**src/hw/rtl/tme_pkg.sv**
```systemverilog
// shared types, constants and decode codes for the tape machine executor
package tme_pkg;

  // default sizes
  localparam int TAPE_ADDR_BITS_DEF = 16;
  localparam int PC_BITS_DEF        = 16;
  localparam int QUEUE_DEPTH        = 2;

  // field widths of the stream payloads
  localparam int OPCODE_W  = 5;
  localparam int OPERAND_W = 16;
  localparam int BYTE_W    = 8;
  localparam int NEXT_PC_W = 16;
  localparam int IN_DATA_W  = 32;
  localparam int OUT_DATA_W = 32;

  // opcodes
  localparam logic [OPCODE_W-1:0] OP_HALT      = 5'd0;
  localparam logic [OPCODE_W-1:0] OP_RIGHT     = 5'd1;
  localparam logic [OPCODE_W-1:0] OP_RIGHT_U8  = 5'd2;
  localparam logic [OPCODE_W-1:0] OP_RIGHT_U16 = 5'd3;
  localparam logic [OPCODE_W-1:0] OP_LEFT      = 5'd4;
  localparam logic [OPCODE_W-1:0] OP_LEFT_U8   = 5'd5;
  localparam logic [OPCODE_W-1:0] OP_LEFT_U16  = 5'd6;
  localparam logic [OPCODE_W-1:0] OP_INC       = 5'd7;
  localparam logic [OPCODE_W-1:0] OP_ADD_B8    = 5'd8;
  localparam logic [OPCODE_W-1:0] OP_DEC       = 5'd9;
  localparam logic [OPCODE_W-1:0] OP_SUB_B8    = 5'd10;
  localparam logic [OPCODE_W-1:0] OP_OUT       = 5'd11;
  localparam logic [OPCODE_W-1:0] OP_IN        = 5'd12;
  localparam logic [OPCODE_W-1:0] OP_BZ_U8     = 5'd13;
  localparam logic [OPCODE_W-1:0] OP_BZ_U16    = 5'd14;
  localparam logic [OPCODE_W-1:0] OP_JNZ_B8    = 5'd15;
  localparam logic [OPCODE_W-1:0] OP_JNZ_B16   = 5'd16;

  // instruction classes handed from front to back
  localparam int KIND_W = 3;
  localparam logic [KIND_W-1:0] KIND_NOP  = 3'd0;
  localparam logic [KIND_W-1:0] KIND_HALT = 3'd1;
  localparam logic [KIND_W-1:0] KIND_MOVE = 3'd2;
  localparam logic [KIND_W-1:0] KIND_ADD  = 3'd3;
  localparam logic [KIND_W-1:0] KIND_OUT  = 3'd4;
  localparam logic [KIND_W-1:0] KIND_IN   = 3'd5;
  localparam logic [KIND_W-1:0] KIND_BZ   = 3'd6;
  localparam logic [KIND_W-1:0] KIND_BNZ  = 3'd7;

  // decoded instruction
  typedef struct packed {
    logic [KIND_W-1:0]    kind;
    logic                 neg;      // left, dec, sub, or back branch
    logic [OPERAND_W-1:0] amount;   // step, add value or branch offset
    logic [1:0]           len;      // instruction length in bytes
    logic [BYTE_W-1:0]    in_byte;
    logic                 in_eof;
  } tme_item_t;

  localparam int ITEM_W = $bits(tme_item_t);

endpackage

```
**src/hw/rtl/tme_front.sv**
```systemverilog
// front end: accepts input transfers and decodes them into instruction classes
module tme_front
  import tme_pkg::*;
(
  input  logic                 in_tvalid,
  output logic                 in_tready,
  input  logic [IN_DATA_W-1:0] in_tdata,
  input  logic                 q_full,
  input  logic                 clr_busy,
  output logic                 push,
  output tme_item_t            push_item
);

  logic [OPCODE_W-1:0]  opcode;
  logic [OPERAND_W-1:0] operand;
  logic [OPERAND_W-1:0] imm8;

  assign opcode  = in_tdata[4:0];
  assign operand = in_tdata[20:5];
  assign imm8    = {8'b0, operand[7:0]};

  // no transfers while the tape is being cleared
  assign in_tready = !q_full && !clr_busy;
  assign push      = in_tvalid && in_tready;

  // classify the opcode
  always_comb begin
    push_item         = '0;
    push_item.kind    = KIND_NOP;
    push_item.len     = 2'd1;
    push_item.in_byte = in_tdata[28:21];
    push_item.in_eof  = in_tdata[29];
    case (opcode)
      OP_HALT: push_item.kind = KIND_HALT;
      OP_RIGHT, OP_LEFT: begin
        push_item.kind   = KIND_MOVE;
        push_item.amount = 16'd1;
        push_item.neg    = (opcode == OP_LEFT);
      end
      OP_RIGHT_U8, OP_LEFT_U8: begin
        push_item.kind   = KIND_MOVE;
        push_item.amount = imm8;
        push_item.neg    = (opcode == OP_LEFT_U8);
        push_item.len    = 2'd2;
      end
      OP_RIGHT_U16, OP_LEFT_U16: begin
        push_item.kind   = KIND_MOVE;
        push_item.amount = operand;
        push_item.neg    = (opcode == OP_LEFT_U16);
        push_item.len    = 2'd3;
      end
      OP_INC, OP_DEC: begin
        push_item.kind   = KIND_ADD;
        push_item.amount = 16'd1;
        push_item.neg    = (opcode == OP_DEC);
      end
      OP_ADD_B8, OP_SUB_B8: begin
        push_item.kind   = KIND_ADD;
        push_item.amount = imm8;
        push_item.neg    = (opcode == OP_SUB_B8);
        push_item.len    = 2'd2;
      end
      OP_OUT: push_item.kind = KIND_OUT;
      OP_IN:  push_item.kind = KIND_IN;
      OP_BZ_U8: begin
        push_item.kind   = KIND_BZ;
        push_item.amount = imm8;
        push_item.len    = 2'd2;
      end
      OP_BZ_U16: begin
        push_item.kind   = KIND_BZ;
        push_item.amount = operand;
        push_item.len    = 2'd3;
      end
      OP_JNZ_B8: begin
        push_item.kind   = KIND_BNZ;
        push_item.amount = imm8;
        push_item.neg    = 1'b1;
        push_item.len    = 2'd2;
      end
      OP_JNZ_B16: begin
        push_item.kind   = KIND_BNZ;
        push_item.amount = operand;
        push_item.neg    = 1'b1;
        push_item.len    = 2'd3;
      end
      default: push_item.kind = KIND_NOP;
    endcase
  end

endmodule

```
**config.mk**
```make
export PLATFORM = sky130hd
export DESIGN_NAME = tme_front
export DESIGN_NICKNAME = d
export VERILOG_FILES = /design/src/hw/rtl/tme_pkg.sv /design/src/hw/rtl/tme_front.sv
export SDC_FILE = /design/constraint.sdc
export NUM_CORES = 1
export LEC_CHECK = 0
export ABC_AREA = 1
export BUFFER_PORTS_ARGS = -buffer_cell sky130_fd_sc_hd__buf_2
export CAP_MARGIN = 15
export CORE_UTILIZATION = 30
export DETAILED_ROUTE_END_ITERATION = 7
export PLACE_DENSITY = 0.77
export RECOVER_POWER = 50
export SETUP_SLACK_MARGIN = 0.2
export SLEW_MARGIN = 20
export SYNTH_ARGS = -nofsm -noshare
export SYNTH_HDL_FRONTEND = slang
export SYNTH_SLANG_ARGS = --single-unit
```
**constraint.sdc**
```tcl
create_clock -name vclk -period 1.1
set_input_delay 0.165 -clock vclk [all_inputs]
set_output_delay 0.165 -clock vclk [all_outputs]
set_load 0.005 [all_outputs]
```
==> summary by stage <==
Critical path
For the worst setup path, the data required time is 0.94 ns. The kind of capture point of the worst setup path is an output port. The combined buffer and inverter count along the critical path is 2. The highest cell delay on the worst timing path is 0.16 ns. The kind of start point of the critical path is an input pin. Along the worst path, the maximum fanout reaches 6.

The arrival time reported for the critical path endpoint is 1.11 ns. The worst setup path category is input pin to output port. The top cell family by delay on the critical path is simple AND/OR/NAND/NOR gates. The critical path goes through buf_12 > nor2_4 > nand2_1 > nor2_2 > nor2_2 > nand2_4 > nand2_1 > nand3_1 > buf_2.

The largest individual stage delay along the critical path comes from the cell nand2_4.

Floorplanning
The number of rows in the core area is 14. The initial utilization of the core area, before any placement, comes to 0.335. The horizontal extent of the die is about 44 µm.

The region available for standard cell placement spans between 0.0015 and 0.002 mm². The total die area is 0.00193 mm². The height of the die is 44.0 µm. around 70 I/O pins were placed.

Global routing
The number of global-route vias before repair is 775. The initial antenna violation count is 0. The largest net degree at the start of global routing is 10. The global route total overflow is 0. The overall global routing resource usage is 0.199. The global-route wire length before repair is between 3000 and 4000 µm.

Synthesis
By area the synthesized netlist is led by nand2_1, buf_4, nor2_1. After synthesis, the netlist uses 17 different library cells. The share of synthesized area in the top cell type comes to 0.284.

The share of the Yosys chip area taken by registers is 0. The library cell with the largest summed area after synthesis is nand2_1. The total of warnings raised by yosys is 0.

Averaged over all synthesized cells, the footprint is 4.67 µm². The mapped netlist covers about 530 µm². Counting every net in the synthesized netlist gives 148.

The number of cells produced by synthesis is approximately 110.

STA
The highest clock rate is a little under 800 MHz. The slew at the pin closest to its max-slew limit is roughly 0.21 ns. The clock period minus final worst setup slack is between 1 and 1.5 ns.

The final-layout worst hold slack is between 0.3 and 0.4 ns. The number of failing hold endpoints at the final stage came to 0. Of the available clock period, the critical path in the final layout requires 1.16. The number of pins with negative max-slew slack in the final report is 0. Setup slack on the critical path of the routed design comes to -0.177 ns.

Setup repair after global routing could not meet its margin everywhere. The worst pin sits at a relative slew slack of 0.857. The count of endpoints failing setup in the final report is 20.

Routing
The first TritonRoute pass finished after 8 iterations. Dividing the detail-routed via count by the number of cells gives slightly below 5. After detailed routing, the average wire length per cell comes to around 11 µm. The initial DRC count is 11.

The overall via count from detail_route is just over 900. For this block, the routed nets add up to between 2000 and 2500 µm of wire. The remaining antenna violation count after routing is 0. The number of design rule violations left after detail routing is 1.

Cells and area
The synthesis-to-finish area growth is 106%. The final-stage net count is 207. The post-layout instance area is 0.00109 mm². The register cell area after layout is 0 µm². The fraction of layout instances using a drive strength above 1 is 0.647. The number of antenna diodes in the final layout is 0. The count of clock buffers in the final design is 0. The number of flip-flops and latches is 0. Once layout is complete, the utilization of the core stands at 0.690.

Pwr
The analysis attributes to cell leakage a power of 0.648 nW. The maximum VDD drop is between 0.15 and 0.2 mV. For this design the ratio of total power to cell area is 390 mW/mm².

Outcome
The flow ran to the end, but the final reports show violations. The final reports fail on design-rule violations, negative setup slack.

Clock network
The cts-stage hold buffer count is 0.

Placed design
The number of buffer cells added on primary ports is between 40 and 50. In this run the cell area measured after placement is around 850 µm². Once detailed placement completed, the half-perimeter wirelength came to around 1400 µm. At the end of routability-driven placement, the weighted congestion stood at approximately 0.92.

Flow run
The max-cap violation count is 0.

Min path
The type of the tightest min-delay check is input pin to output port.
==> area by class of cell <==
type	count	area, µm²
multi-input cells	90	553
fillers	126	488
repair inverters	1	8.76
repair buffers	63	422
inverters	16	85.1
well taps	16	20.0
==> cell usage after synthesis <==
library cell   n
nand2_1       40
nor2_1        18
inv_1         13
buf_4          9
o21ai_0        9
nand3_1        5
nor2_2         5
a21oi_1        3
inv_2          2
nand3_2        2
inv_4          1
nand2_2        1
nand2_4        1
nand4_1        1
nor3_1         1
nor3b_1        1
o211ai_1       1
==> placed cells by master (no fill, tap or decap), types with 2 or more instances in the layout <==
master   netlist  routed
buf_2          0      43
nand2_1       40      27
buf_4          9      13
nor2_2         5      12
nand2_2        1      11
inv_1         13      10
nor2_4         0       7
nand2_4        1       6
o21ai_1        0       6
nand3_1        5       5
nor2_1        18       4
inv_6          0       3
o21ai_0        9       3
buf_6          0       3
buf_12         0       3
inv_8          0       2
nand3_2        2       2
inv_2          2       2
a21oi_1        3       2
==> layer usage <==
metal	GRT usage	share of wire	vias up
met5	0	0	-
met4	0.0364	0.0070	0
met3	0.0167	0.044	2
met2	0.382	0.53	30
met1	0.240	0.42	428
li1	-	-	461
==> logic make-up after synthesis <==
| family | count (synthesis) | share of synthesized area |
|---|---|---|
| AO/OA/AOI/OAI | 13 | 0.128 |
| AND/OR/NAND/NOR | 75 | 0.626 |
| buffers and inverters | 25 | 0.246 |
==> path summary, 6_finish.rpt <==
kind,from,end,slack [ns],cells past startpoint
max,in_tdata[3],push_item[11],-0.18,9
min,in_tdata[23],push_item[3],0.33,0
==> what timing repair did <==
| item | 4_1_cts | 5_1_grt |
|---|---|---|
| endpoints found under the setup margin | 22 | 22 |
| setup buffers | 3 | 2 |
| pin swaps | 19 | 10 |
| cloned | 3 | 0 |
| gates resized for setup | 41 | 17 |
==> per-stage QoR <==
step                cells  setup slack [ns]  setup TNS [ns]  total power [mW]
finish                186            -0.177           -2.18             0.424
global route          186            -0.220           -3.38             0.459
CTS                   184            -0.127           -1.85             0.394
detailed placement    178            -0.228           -3.86             0.327
global placement      178            -0.162           -3.09             0.321
floorplan             113             0.189               0             0.181
==> where the power goes <==
group | internal [mW] | switching [mW] | total, mW
logic | 0.205 | 0.220 | 0.424
registers | 0 | 0 | 0
clock network | 0 | 0 | 0
(Power assumes the default switching activity.)
