$ cat config.mk
export PLATFORM = sky130hd
export DESIGN_NAME = tme_queue
export DESIGN_NICKNAME = d
export VERILOG_FILES = /design/src/hw/rtl/tme_pkg.sv /design/src/hw/rtl/tme_queue.sv
export SDC_FILE = /design/constraint.sdc
export NUM_CORES = 1
export LEC_CHECK = 0
export BUFFER_PORTS_ARGS = -buffer_cell sky130_fd_sc_hd__buf_2
export CAP_MARGIN = 0
export CORE_MARGIN = 2
export CORE_UTILIZATION = 35
export DETAILED_ROUTE_END_ITERATION = 16
export PLACE_DENSITY = 0.67
export SYNTH_ARGS = -nofsm -noshare
export SYNTH_HDL_FRONTEND = slang
export SYNTH_SLANG_ARGS = --single-unit
export TNS_END_PERCENT = 30
$ cat constraint.sdc
create_clock -name clk -period 2.5 [get_ports clk]
set_clock_uncertainty 0.15 [all_clocks]
set_input_delay 0.125 -clock clk [delete_from_list [all_inputs] [get_ports clk]]
set_output_delay 0.125 -clock clk [all_outputs]
set_load 0.02 [all_outputs]
$ cat src/hw/rtl/tme_pkg.sv
// shared types, constants and decode codes for the tape machine executor
package tme_pkg;

  // default sizes
  localparam int TAPE_ADDR_BITS_DEF = 16;
  localparam int PC_BITS_DEF        = 16;
  localparam int QUEUE_DEPTH        = 2;

  // field widths of the stream payloads
  localparam int OPCODE_W  = 5;
  localparam int OPERAND_W = 16;
  localparam int BYTE_W    = 8;
  localparam int NEXT_PC_W = 16;
  localparam int IN_DATA_W  = 32;
  localparam int OUT_DATA_W = 32;

  // opcodes
  localparam logic [OPCODE_W-1:0] OP_HALT      = 5'd0;
  localparam logic [OPCODE_W-1:0] OP_RIGHT     = 5'd1;
  localparam logic [OPCODE_W-1:0] OP_RIGHT_U8  = 5'd2;
  localparam logic [OPCODE_W-1:0] OP_RIGHT_U16 = 5'd3;
  localparam logic [OPCODE_W-1:0] OP_LEFT      = 5'd4;
  localparam logic [OPCODE_W-1:0] OP_LEFT_U8   = 5'd5;
  localparam logic [OPCODE_W-1:0] OP_LEFT_U16  = 5'd6;
  localparam logic [OPCODE_W-1:0] OP_INC       = 5'd7;
  localparam logic [OPCODE_W-1:0] OP_ADD_B8    = 5'd8;
  localparam logic [OPCODE_W-1:0] OP_DEC       = 5'd9;
  localparam logic [OPCODE_W-1:0] OP_SUB_B8    = 5'd10;
  localparam logic [OPCODE_W-1:0] OP_OUT       = 5'd11;
  localparam logic [OPCODE_W-1:0] OP_IN        = 5'd12;
  localparam logic [OPCODE_W-1:0] OP_BZ_U8     = 5'd13;
  localparam logic [OPCODE_W-1:0] OP_BZ_U16    = 5'd14;
  localparam logic [OPCODE_W-1:0] OP_JNZ_B8    = 5'd15;
  localparam logic [OPCODE_W-1:0] OP_JNZ_B16   = 5'd16;

  // instruction classes handed from front to back
  localparam int KIND_W = 3;
  localparam logic [KIND_W-1:0] KIND_NOP  = 3'd0;
  localparam logic [KIND_W-1:0] KIND_HALT = 3'd1;
  localparam logic [KIND_W-1:0] KIND_MOVE = 3'd2;
  localparam logic [KIND_W-1:0] KIND_ADD  = 3'd3;
  localparam logic [KIND_W-1:0] KIND_OUT  = 3'd4;
  localparam logic [KIND_W-1:0] KIND_IN   = 3'd5;
  localparam logic [KIND_W-1:0] KIND_BZ   = 3'd6;
  localparam logic [KIND_W-1:0] KIND_BNZ  = 3'd7;

  // decoded instruction
  typedef struct packed {
    logic [KIND_W-1:0]    kind;
    logic                 neg;      // left, dec, sub, or back branch
    logic [OPERAND_W-1:0] amount;   // step, add value or branch offset
    logic [1:0]           len;      // instruction length in bytes
    logic [BYTE_W-1:0]    in_byte;
    logic                 in_eof;
  } tme_item_t;

  localparam int ITEM_W = $bits(tme_item_t);

endpackage

$ cat src/hw/rtl/tme_queue.sv
// small fifo of decoded instructions between front and back
module tme_queue
  import tme_pkg::*;
#(
  parameter int DEPTH = QUEUE_DEPTH
) (
  input  logic      clk,
  input  logic      rst_n,
  input  logic      push,
  input  tme_item_t push_item,
  input  logic      pop,
  output tme_item_t pop_item,
  output logic      full,
  output logic      empty
);

  localparam int PTR_W = (DEPTH > 1) ? $clog2(DEPTH) : 1;

  tme_item_t        slots_r [DEPTH];
  logic [PTR_W-1:0] wr_ptr_r, wr_ptr_nxt;
  logic [PTR_W-1:0] rd_ptr_r, rd_ptr_nxt;
  logic [PTR_W:0]   count_r, count_nxt;

  assign full     = (count_r == (PTR_W+1)'(DEPTH));
  assign empty    = (count_r == '0);
  assign pop_item = slots_r[rd_ptr_r];

  // pointer and count update
  always_comb begin
    wr_ptr_nxt = wr_ptr_r;
    rd_ptr_nxt = rd_ptr_r;
    count_nxt  = count_r;
    if (push) begin
      wr_ptr_nxt = (wr_ptr_r == PTR_W'(DEPTH - 1)) ? '0 : wr_ptr_r + 1'b1;
    end
    if (pop) begin
      rd_ptr_nxt = (rd_ptr_r == PTR_W'(DEPTH - 1)) ? '0 : rd_ptr_r + 1'b1;
    end
    if (push && !pop) begin
      count_nxt = count_r + 1'b1;
    end else if (pop && !push) begin
      count_nxt = count_r - 1'b1;
    end
  end

  always_ff @(posedge clk) begin
    if (!rst_n) begin
      wr_ptr_r <= '0;
      rd_ptr_r <= '0;
      count_r  <= '0;
    end else begin
      wr_ptr_r <= wr_ptr_nxt;
      rd_ptr_r <= rd_ptr_nxt;
      count_r  <= count_nxt;
    end
  end

  // slot storage
  always_ff @(posedge clk) begin
    if (push) begin
      slots_r[wr_ptr_r] <= push_item;
    end
  end

endmodule

==> results.ini, run 1 <==
[outcome]
status=finished, final reports clean

[finish]
fillCellCount=570
drive_above_1_share_pct=48.7
num_antenna_cells=0
final_core_util_pct=50.5
final_common_cell=buf_2
area_growth_pct=40.3
design_area_mm2=0.00343
mostFrequentLayoutCells=67 x buf_2, 62 x edfxtp_1, 34 x dlygate4sd3_1, 31 x mux2_2, 9 x clkbuf_8
final_nets=266

[grt]
grt_pass1_wl_um=6670
grt_use_total_pct=11.9
grt_overflow_total=0
grt_pass1_vias=1445
antenna_found_initial=0
grt_max_degree=32

[cts]
cts_buffers=9
cts.repair.resized=0
htreeDepth=3
post_cts.repair.setup_buffers=0
cts_root_buf=clkbuf_8
cts_hold_buf=34
clock_sink_count=67
clockBufferDepth=2
worstSkewPairLatency_ns=0.32
clk_pin_slew_worst_paths_ns=0.06
tritoncts=yes

[critical_path]
path_cells=buf_4 -> mux2_2 -> buf_2
crit_required_ns=2.23
cp-start-kind=flop
crit_path_end_kind=primary output
path_class=flop to primary output
arrival_ns=1.58
critPathMaxFanout=31
cp_slowest_cell=mux2_2
cpPeakStageDelay_ns=0.40

[sta]
fmax_ghz=0.540
final-hold-violation-count=0
rsz0062_at_grt=false
setup_ws_ns=0.648
fin_crit_ns=1.85
fin_setup_tns_ns=0
tightest_slew_ns=0.440
final_max_slew_viol_count=0
finalSetupViolCount=0
period_share_pct=74.1
relSlewSlack_pct=70.7

[pwr]
finalPower_mw=2.46
p_per_area_mw_per_mm2=717
vdd_ir_drop_max_mv=0.386
power_leakage_nw=1.31

[drt]
drt_iter0_drc=57
drt_wl_total_um=4460
vias_per_cell=4.28
wire_per_inst_um=13.5
first_pass_iters=4
ant_nets=0
drc=0
vias=1411

[yosys]
mappedNetlistArea_mm2=0.00244
ys_types=16
synth-seq-cells=67
netlist_instances=118
syn-num-nets=154
synth_seq_area_share_pct=80.2
ys_warn_count=0
syn_avg_cell_area_um2=20.7

[floorplanning]
die_w_um=87.6
std_cell_rows=30
pin_count=68
core_mm2=0.00679
initial_core_util_pct=36.0
dieArea_mm2=0.00767
die_h_um=87.6

[placed_design]
placed_cell_area_mm2=0.00292
port-buffer-count=67
dp_hpwl_um=2540
place_ws_ns=0.986
place.gp.congestion=0.738

[worst_hold_path]
hold_path_class=flop to flop

[run]
drv_cap=0

[through the flow]
step                      instances  hold slack, ns
after floorplan                 118          0.0739
final                           330           0.367
after CTS                       330           0.352
after detailed placement        281           0.167
after global placement          281           0.163
after global routing            330           0.358
[metal layers]
metal	wire length (um)	part of all wire, %	global-route usage (%)
met4	54	1.2	4.76
met3	266	6.0	5.37
met1	1920	43	13.2
met5	0	0	0
met2	2220	50	20.2
[worst max-delay path, delay by kind of cell, from the launching register on]
family / cells / cell delay (ns)
muxes: 1 / 0.40
DFF: 1 / 0.31
buffers and inverters: 2 / 0.52
[Yosys cell counts (all sizes together)]
cell,number,area (um2)
edfxtp,62,1860
mux2,31,349
dfxtp,5,100
and2,4,25.0
buf,3,15.0
nor2b,2,12.5
xor2,2,17.5
a21boi,1,7.51
and2b,1,8.76
ha,1,12.5
inv,1,3.75
nor2,1,3.75
o21a,1,7.51
o21ai,1,5.00
or3,1,6.26
xnor2,1,8.76
[sequential cells by signal, summed over array words and instances, names as in the netlist, named ones only]
name,count
slots_r,62
count_r,2
rd_ptr_r,1
wr_ptr_r,1
[power by group]
group          leakage [nW]  internal [mW]  switching (mW)  total (mW)
clock network        0.0882          0.447           0.356       0.803
logic                 0.600          0.164           0.182       0.346
registers             0.623           1.29          0.0177        1.31
total                  1.31           1.90           0.556        2.46
[final cells by class]
type                            count  area (um2)  area share, %
Clock buffer                       11         131           3.83
Inverter                            1        3.75          0.109
Timing Repair Buffer              104         698           20.4
Sequential cell                    67        1960           57.2
Clock inverter                      4        42.5           1.24
Tap cell                           96         120           3.50
Multi-Input combinational cell     47         472           13.8
[logic make-up after synthesis]
kind of cell	Yosys count	synth area share (%)
mux	31	14.3
fa+ha+maj	1	0.512
xor+xnor	3	1.07
compound gates	3	0.819
flops	67	80.2
simple gates	9	2.30
buf+inv	4	0.767
[final timing paths]
check / startpoint / end / slack [ns] / depth (start not counted)
setup / recovery: flop / pop_item[26] / 0.65 / 3
setup reg to reg: wr_ptr_r$_SDFFE_PN0P_ / slots_r[1][2]$_DFFE_PP_ / 1.08 / 2
hold reg to reg: count_r[1]$_SDFFE_PN0P_ / count_r[1]$_SDFFE_PN0P_ / 0.37 / 2
hold / removal: count_r[1]$_SDFFE_PN0P_ / count_r[1]$_SDFFE_PN0P_ / 0.37 / 2
(Power assumes the default switching activity.)
==> inputs of run 2 (changes only) <==
- ABC_AREA: default -> 1
- PLACE_DENSITY: 0.67 -> 0.65
- clock period: 2.5 -> 1.9 ns (I/O delays scaled with it)
==> run 2 against run 1 <==
Die area grew 1.1%. Combinational power is 23% higher. Global-route usage increased by 0.57 points. Clock power grew 39%.
==> results.ini, run 2 <==
[placed_design]
placed_cell_area_mm2=0.00296  ; was 0.00292 mm2
dp_hpwl_um=2760  ; was 2540 um
port-buffer-count=67  ; unchanged
place.gp.congestion=0.716  ; was 0.738

[yosys]
yosysTopAreaCell=edfxtp_1  ; unchanged
syn_avg_cell_area_um2=18.9  ; was 20.7 um2
netlist_instances=131  ; was 118
async_reset_ff_share_pct=0  ; unchanged
mappedNetlistArea_mm2=0.00247  ; was 0.00244 mm2
synth_xor_area_share_pct=0  ; was 1.07%
ys_warn_count=0  ; unchanged
synth_edf_count=62  ; unchanged
synth_mux_area_share_pct=14.1  ; was 14.3%
ys_types=12  ; was 16
yosysMostFrequentCell=edfxtp_1  ; unchanged
synth_ff_type=edfxtp_1  ; unchanged
yosysTopAreaCellShare_pct=75.3  ; was 76.2%
synth_compound_area_share_pct=0.405  ; was 0.819%
synth_top_family_by_area=multiplexers  ; unchanged
yosys.area_share.simple_pct=3.04  ; was 2.30%
syn-num-nets=167  ; was 154
synth_area_leaders=edfxtp_1 75%, mux2_2 14%, dfxtp_1 4.0%  ; was edfxtp_1 76%, mux2_2 14%, dfxtp_1 4.1%
synth_seq_area_share_pct=79.4  ; was 80.2%
synth_common_cells=62 x edfxtp_1, 31 x mux2_2, 9 x nor2_1  ; was 62 x edfxtp_1, 31 x mux2_2, 5 x dfxtp_1
synth_fa_ha_area_share_pct=0.506  ; was 0.512%
synth-seq-cells=67  ; unchanged

[critical_path]
rr_startpoint=wr_ptr_r$_SDFFE_PN0P_  ; unchanged
crit_required_ns=1.65  ; was 2.23 ns
cp-endpoint=pop_item[17]  ; was pop_item[26]
r2r_slack_ns=0.54  ; was 1.08 ns
arrival_ns=1.44  ; was 1.58 ns
path_class=flop to primary output  ; unchanged
crit_path_end_kind=primary output  ; unchanged
critPathMaxFanout=31  ; unchanged
timing.rr.end=slots_r[1][21]$_DFFE_PP_  ; was slots_r[1][2]$_DFFE_PP_
cp-start-kind=flop  ; unchanged
reg2regPathDepth=3  ; was 2

[cts]
cts_root_buf=clkbuf_8  ; unchanged
clockBufferDepth=2  ; unchanged
clock_sink_count=67  ; unchanged
worstSkewPairLatency_ns=0.32  ; about the same
clk_pin_slew_worst_paths_ns=0.07  ; was 0.06 ns
cts_buffers=9  ; unchanged
tritoncts=yes  ; unchanged
htreeDepth=3  ; unchanged

[finish]
largestRegisters=slots_r x62, count_r x2  ; unchanged
num_antenna_cells=0  ; unchanged
mostFrequentLayoutCells=67 x buf_2, 62 x edfxtp_1, 35 x dlygate4sd3_1, 31 x mux2_2, 9 x clkbuf_8  ; was 67 x buf_2, 62 x edfxtp_1, 34 x dlygate4sd3_1, 31 x mux2_2, 9 x clkbuf_8
final_core_util_pct=51.2  ; was 50.5%
final_common_cell=buf_2  ; unchanged
final_nets=281  ; was 266
drive_above_1_share_pct=46.8  ; was 48.7%
top_register=slots_r  ; unchanged
largest_reg_flops=62  ; unchanged
area_growth_pct=41.5  ; was 40.3%
fillCellCount=576  ; was 570
design_area_mm2=0.00350  ; was 0.00343 mm2

[drt]
wire_per_inst_um=13.2  ; was 13.5 um
drc=0  ; unchanged
ant_nets=0  ; unchanged
first_pass_iters=4  ; unchanged
drt_wl_total_um=4560  ; was 4460 um
drt_iter0_drc=55  ; was 57
vias_per_cell=4.22  ; was 4.28
vias=1461  ; was 1411

[worst_hold_path]
min_from=push_item[2]  ; was count_r[1]$_SDFFE_PN0P_
hold_path_class=primary input to flop  ; was flop to flop

[sta]
period_share_pct=88.7
tightest_slew_ns=0.330  ; was 0.440 ns
final-hold-violation-count=0  ; unchanged
relSlewSlack_pct=78.0  ; was 70.7%
finalSetupViolCount=0  ; unchanged
hold_slack_ns=0.335  ; was 0.367 ns
fin_setup_tns_ns=0  ; unchanged
fin_crit_ns=1.69
final_max_slew_viol_count=0  ; unchanged
rsz0062_at_grt=false  ; unchanged
fmax_ghz=0.593

[floorplanning]
dieArea_mm2=0.00775  ; was 0.00767 mm2
std_cell_rows=30  ; unchanged
die_w_um=88.0  ; was 87.6 um
pin_count=68  ; unchanged
die_h_um=88.0  ; was 87.6 um
core_mm2=0.00683  ; was 0.00679 mm2
initial_core_util_pct=36.2  ; was 36.0%

[grt]
grt_max_degree=32  ; unchanged
grt_use_total_pct=12.5  ; was 11.9%
antenna_found_initial=0  ; unchanged
grt_pass1_wl_um=6980  ; was 6670 um
grt_overflow_total=0  ; unchanged
grt_pass1_vias=1553  ; was 1445

[outcome]
status=finished, final reports clean  ; unchanged

[pwr]
p_per_area_mw_per_mm2=935  ; was 717 mW/mm2
power_leakage_nw=1.37  ; was 1.31 nW
vdd_ir_drop_max_mv=0.406  ; was 0.386 mV

[run]
drv_cap=0  ; unchanged

run 2: critical path, cell delays in order, from the launching register on:
cell and delay, ns:
dfxtp_1 0.36, buf_12 0.22, mux2_2 0.37, buf_2 0.16
run 2: stage by stage:
stage               std cells  power, mW  setup WS (ns)
finish                    346       3.27          0.215
global route              346       3.42          0.153
CTS                       346       3.32          0.174
detailed placement        295       2.13          0.528
global placement          295       2.12          0.552
floorplan                 131       1.98          0.200
run 2: worst min path at each step:
stage | end | slack, ns | depth (start not counted)
after CTS | slots_r[0][2]$_DFFE_PP_ | 0.32 | 2
after global routing | slots_r[0][5]$_DFFE_PP_ | 0.32 | 2
after floorplan | slots_r[0][0]$_DFFE_PP_ | 0.04 | 0
after global placement | slots_r[0][6]$_DFFE_PP_ | 0.13 | 1
final | slots_r[0][2]$_DFFE_PP_ | 0.33 | 2
after detailed placement | slots_r[0][23]$_DFFE_PP_ | 0.14 | 1
run 2: final cells by class:
| class | count | area, um2 | share of cell area [%] |
|---|---|---|---|
| clock buffers | 9 | 124 | 3.54 |
| clock inverters | 7 | 67.6 | 1.93 |
| inverters | 8 | 30.0 | 0.858 |
| multi-input cells | 53 | 454 | 13.0 |
| flip-flops and latches | 67 | 1960 | 56.1 |
| well taps | 96 | 120 | 3.43 |
| repair buffers | 106 | 741 | 21.2 |
run 2: kinds of logic after synthesis:
logic type      Yosys count
mux                      31
fa+ha+maj                 1
compound gates            2
simple gates             19
buf+inv                  11
flops                    67
run 2: where the power goes:
group          switching (mW)  internal [mW]  total, mW
clock                   0.521          0.601       1.12
sequential             0.0217           1.70       1.72
combinational           0.226          0.201      0.427
run 2: what timing repair did:
action,in CTS,in global routing
hold endpoints to repair,67,0
buffers inserted,0,0
setup endpoints to repair,0,0
hold buffers,35,0
resized for setup,0,0
run 2: metal layers:
layer,share of wire [%],vias to the layer above,track usage (%),wire (um)
li1,-,720,-,-
met1,40,694,12.4,1830
met2,54,39,23.1,2450
met3,4.4,8,3.77,200
met4,1.6,0,7.02,74
met5,0,-,0,0
==> inputs of run 3 (changes only) <==
- CORE_UTILIZATION: 35 -> 51
- GPL_TIMING_DRIVEN: default -> 0
- PLACE_DENSITY: 0.65 -> 0.86
==> run 3 against run 2 <==
Worst hold slack gained 0.0034 ns. First-iteration DRC count grew 29%. Sequential share of layout area grew 1.3 points. Power is essentially flat. Maximum frequency shrank 3.3%. Clock power is essentially flat. Critical endpoint is now slots_r[1][8]$_DFFE_PP_. Flip-flop and latch count is the same. Die area shrank 30%. Count of clock-buffer cells in the layout grew 2. Design area shrank 2.2%. Core utilization grew 22 points. Cell count shrank 13%.
==> results.ini, run 3 (synthesis results as in run 2) <==
[pwr]
vdd_ir_drop_max_mv=0.588  ; was 0.406 mV
p_int_mw=2.53  ; was 2.50 mW
power_frac_seq_pct=52.8  ; was 52.7%
p_per_area_mw_per_mm2=956  ; was 935 mW/mm2
swShare_pct=22.6  ; was 23.5%
p_clk_share_pct=34.4  ; was 34.3%
switching_power_mw=0.740  ; was 0.768 mW
power_leakage_nw=1.35  ; was 1.37 nW
p_comb_share_pct=12.7  ; was 13.0%

[drt]
wire_per_inst_um=14.8  ; was 13.2 um
vias_per_cell=4.97  ; was 4.22
vias=1501  ; was 1461
ant_nets=0  ; unchanged
drt_iter0_drc=71  ; was 55
first_pass_iters=4  ; unchanged
drc=0  ; unchanged
drt_wl_total_um=4470  ; was 4560 um

[grt]
grt_max_degree=32  ; unchanged
grt_overflow_total=0  ; unchanged
grt_pass1_wl_um=6730  ; was 6980 um
antenna_found_initial=0  ; unchanged
grt_use_total_pct=17.9  ; was 12.5%
grt_pass1_vias=1536  ; was 1553

[critical_path]
critPathMaxFanout=31  ; unchanged
crit_required_ns=1.62  ; was 1.65 ns
crit_buf_inv=3  ; was 2
cpPeakStageDelay_ns=0.56  ; was 0.37 ns
cp_slowest_cell=clkinvlp_4  ; was mux2_2
arrival_ns=1.46  ; was 1.44 ns
path_cells=dlygate4sd3_1 -> buf_2 -> nand2_1 -> clkinvlp_4  ; was buf_12 -> mux2_2 -> buf_2
path_class=primary input to flop  ; was flop to primary output
path_delay_family=buffers and inverters  ; unchanged
crit_path_end_kind=flop  ; was primary output
cp-start-kind=primary input  ; was flop

[finish]
drive_above_1_share_pct=47.2  ; was 46.8%
fillCellCount=305  ; was 576
top_register=slots_r  ; unchanged
mostFrequentLayoutCells=67 x buf_2, 62 x edfxtp_1, 34 x dlygate4sd3_1, 31 x mux2_2, 10 x clkbuf_8  ; was 67 x buf_2, 62 x edfxtp_1, 35 x dlygate4sd3_1, 31 x mux2_2, 9 x clkbuf_8
largest_reg_flops=62  ; unchanged
largestRegisters=slots_r x62, count_r x2  ; unchanged
area_growth_pct=38.4  ; was 41.5%
final_nets=279  ; was 281
final_common_cell=buf_2  ; unchanged
num_antenna_cells=0  ; unchanged

[cts]
clockBufferDepth=2  ; unchanged
cts_root_buf=clkbuf_8  ; unchanged
clk_pin_slew_worst_paths_ns=0.06  ; was 0.07 ns
worstSkewPairLatency_ns=0.32  ; about the same
tritoncts=yes  ; unchanged
post_cts.repair.setup_buffers=0  ; unchanged
htreeDepth=3  ; unchanged
clock_sink_count=67  ; unchanged
cts_buffers=9  ; unchanged

[placed_design]
port-buffer-count=67  ; unchanged
place.gp.congestion=0.705  ; was 0.716
place_ws_ns=-0.0925  ; was 0.528 ns
dp_hpwl_um=2720  ; was 2760 um

[outcome]
status=finished, final reports clean  ; unchanged

[floorplanning]
pin_count=68  ; unchanged
die_h_um=73.6  ; was 88.0 um
initial_core_util_pct=52.7  ; was 36.2%
std_cell_rows=25  ; was 30
dieArea_mm2=0.00542  ; was 0.00775 mm2
die_w_um=73.6  ; was 88.0 um
core_mm2=0.00469  ; was 0.00683 mm2

[sta]
relSlewSlack_pct=39.1  ; was 78.0%
fmax_ghz=0.574  ; was 0.593 GHz
final_max_slew_viol_count=0  ; unchanged
setup_ws_ns=0.158  ; was 0.215 ns
tightest_slew_ns=0.911  ; was 0.330 ns
rsz0062_at_grt=false  ; unchanged
final-hold-violation-count=0  ; unchanged
fin_setup_tns_ns=0  ; unchanged
fin_crit_ns=1.74  ; was 1.69 ns
period_share_pct=91.7  ; was 88.7%
finalSetupViolCount=0  ; unchanged

[run]
drv_cap=0  ; unchanged

[worst_hold_path]
hold_path_class=primary input to flop  ; unchanged

[run 3: stage by stage]
stage | hold WS (ns) | power [mW] | cells | util (%) | instance area, um2
floorplan | 0.0439 | 1.98 | 131 | - | 2470
CTS | 0.322 | 3.30 | 302 | 72.9 | 3420
finish | 0.338 | 3.27 | 302 | 72.9 | 3420
detailed placement | 0.137 | 2.12 | 252 | 61.4 | 2880
global route | 0.320 | 3.40 | 302 | 72.9 | 3420
global placement | 0.133 | 2.11 | 252 | 61.3 | 2880
[run 3: path summary, 6_finish.rpt]
| check | slack [ns] | endpoint | from | cells after the start |
|---|---|---|---|---|
| worst max-delay path | 0.16 | slots_r[1][8]$_DFFE_PP_ | push | 4 |
| worst min-delay path | 0.34 | slots_r[1][19]$_DFFE_PP_ | push_item[19] | 2 |
| worst max register to register | 0.25 | slots_r[1][8]$_DFFE_PP_ | wr_ptr_r$_SDFFE_PN0P_ | 2 |
| worst min register to register | 0.36 | rd_ptr_r$_SDFFE_PN0P_ | rd_ptr_r$_SDFFE_PN0P_ | 2 |
[run 3: area by class of cell]
type	count	area, um2	area share, %
plain buffers	3	33.8	0.988
clock buffers	11	141	4.13
clock inverters	5	52.6	1.54
inverters	8	33.8	0.988
multi-input cells	53	454	13.3
flip-flops and latches	67	1960	57.4
well taps	54	67.6	1.98
repair buffers	101	676	19.8
[run 3: power by group through the flow]
stage	sequential (mW)	combinational [mW]	clock (mW)
after floorplan	1.75	0.232	0
after global placement	1.75	0.353	0
after detailed placement	1.76	0.362	0
after CTS	1.73	0.421	1.15
after global routing	1.73	0.451	1.22
final	1.73	0.416	1.13
[run 3: metal layers]
layer	up-vias	routed length, um	global-route usage (%)
met2	46	2420	31.4
met4	0	105	10.3
met3	9	232	6.86
met5	-	0	0
li1	713	-	-
met1	733	1700	17.8
[run 3: what timing repair did]
action                                  in CTS  in global routing
gates resized for setup                      1                  0
endpoints found under the hold margin       67                  0
hold buffers                                34                  0
endpoints found under the setup margin      31                  0
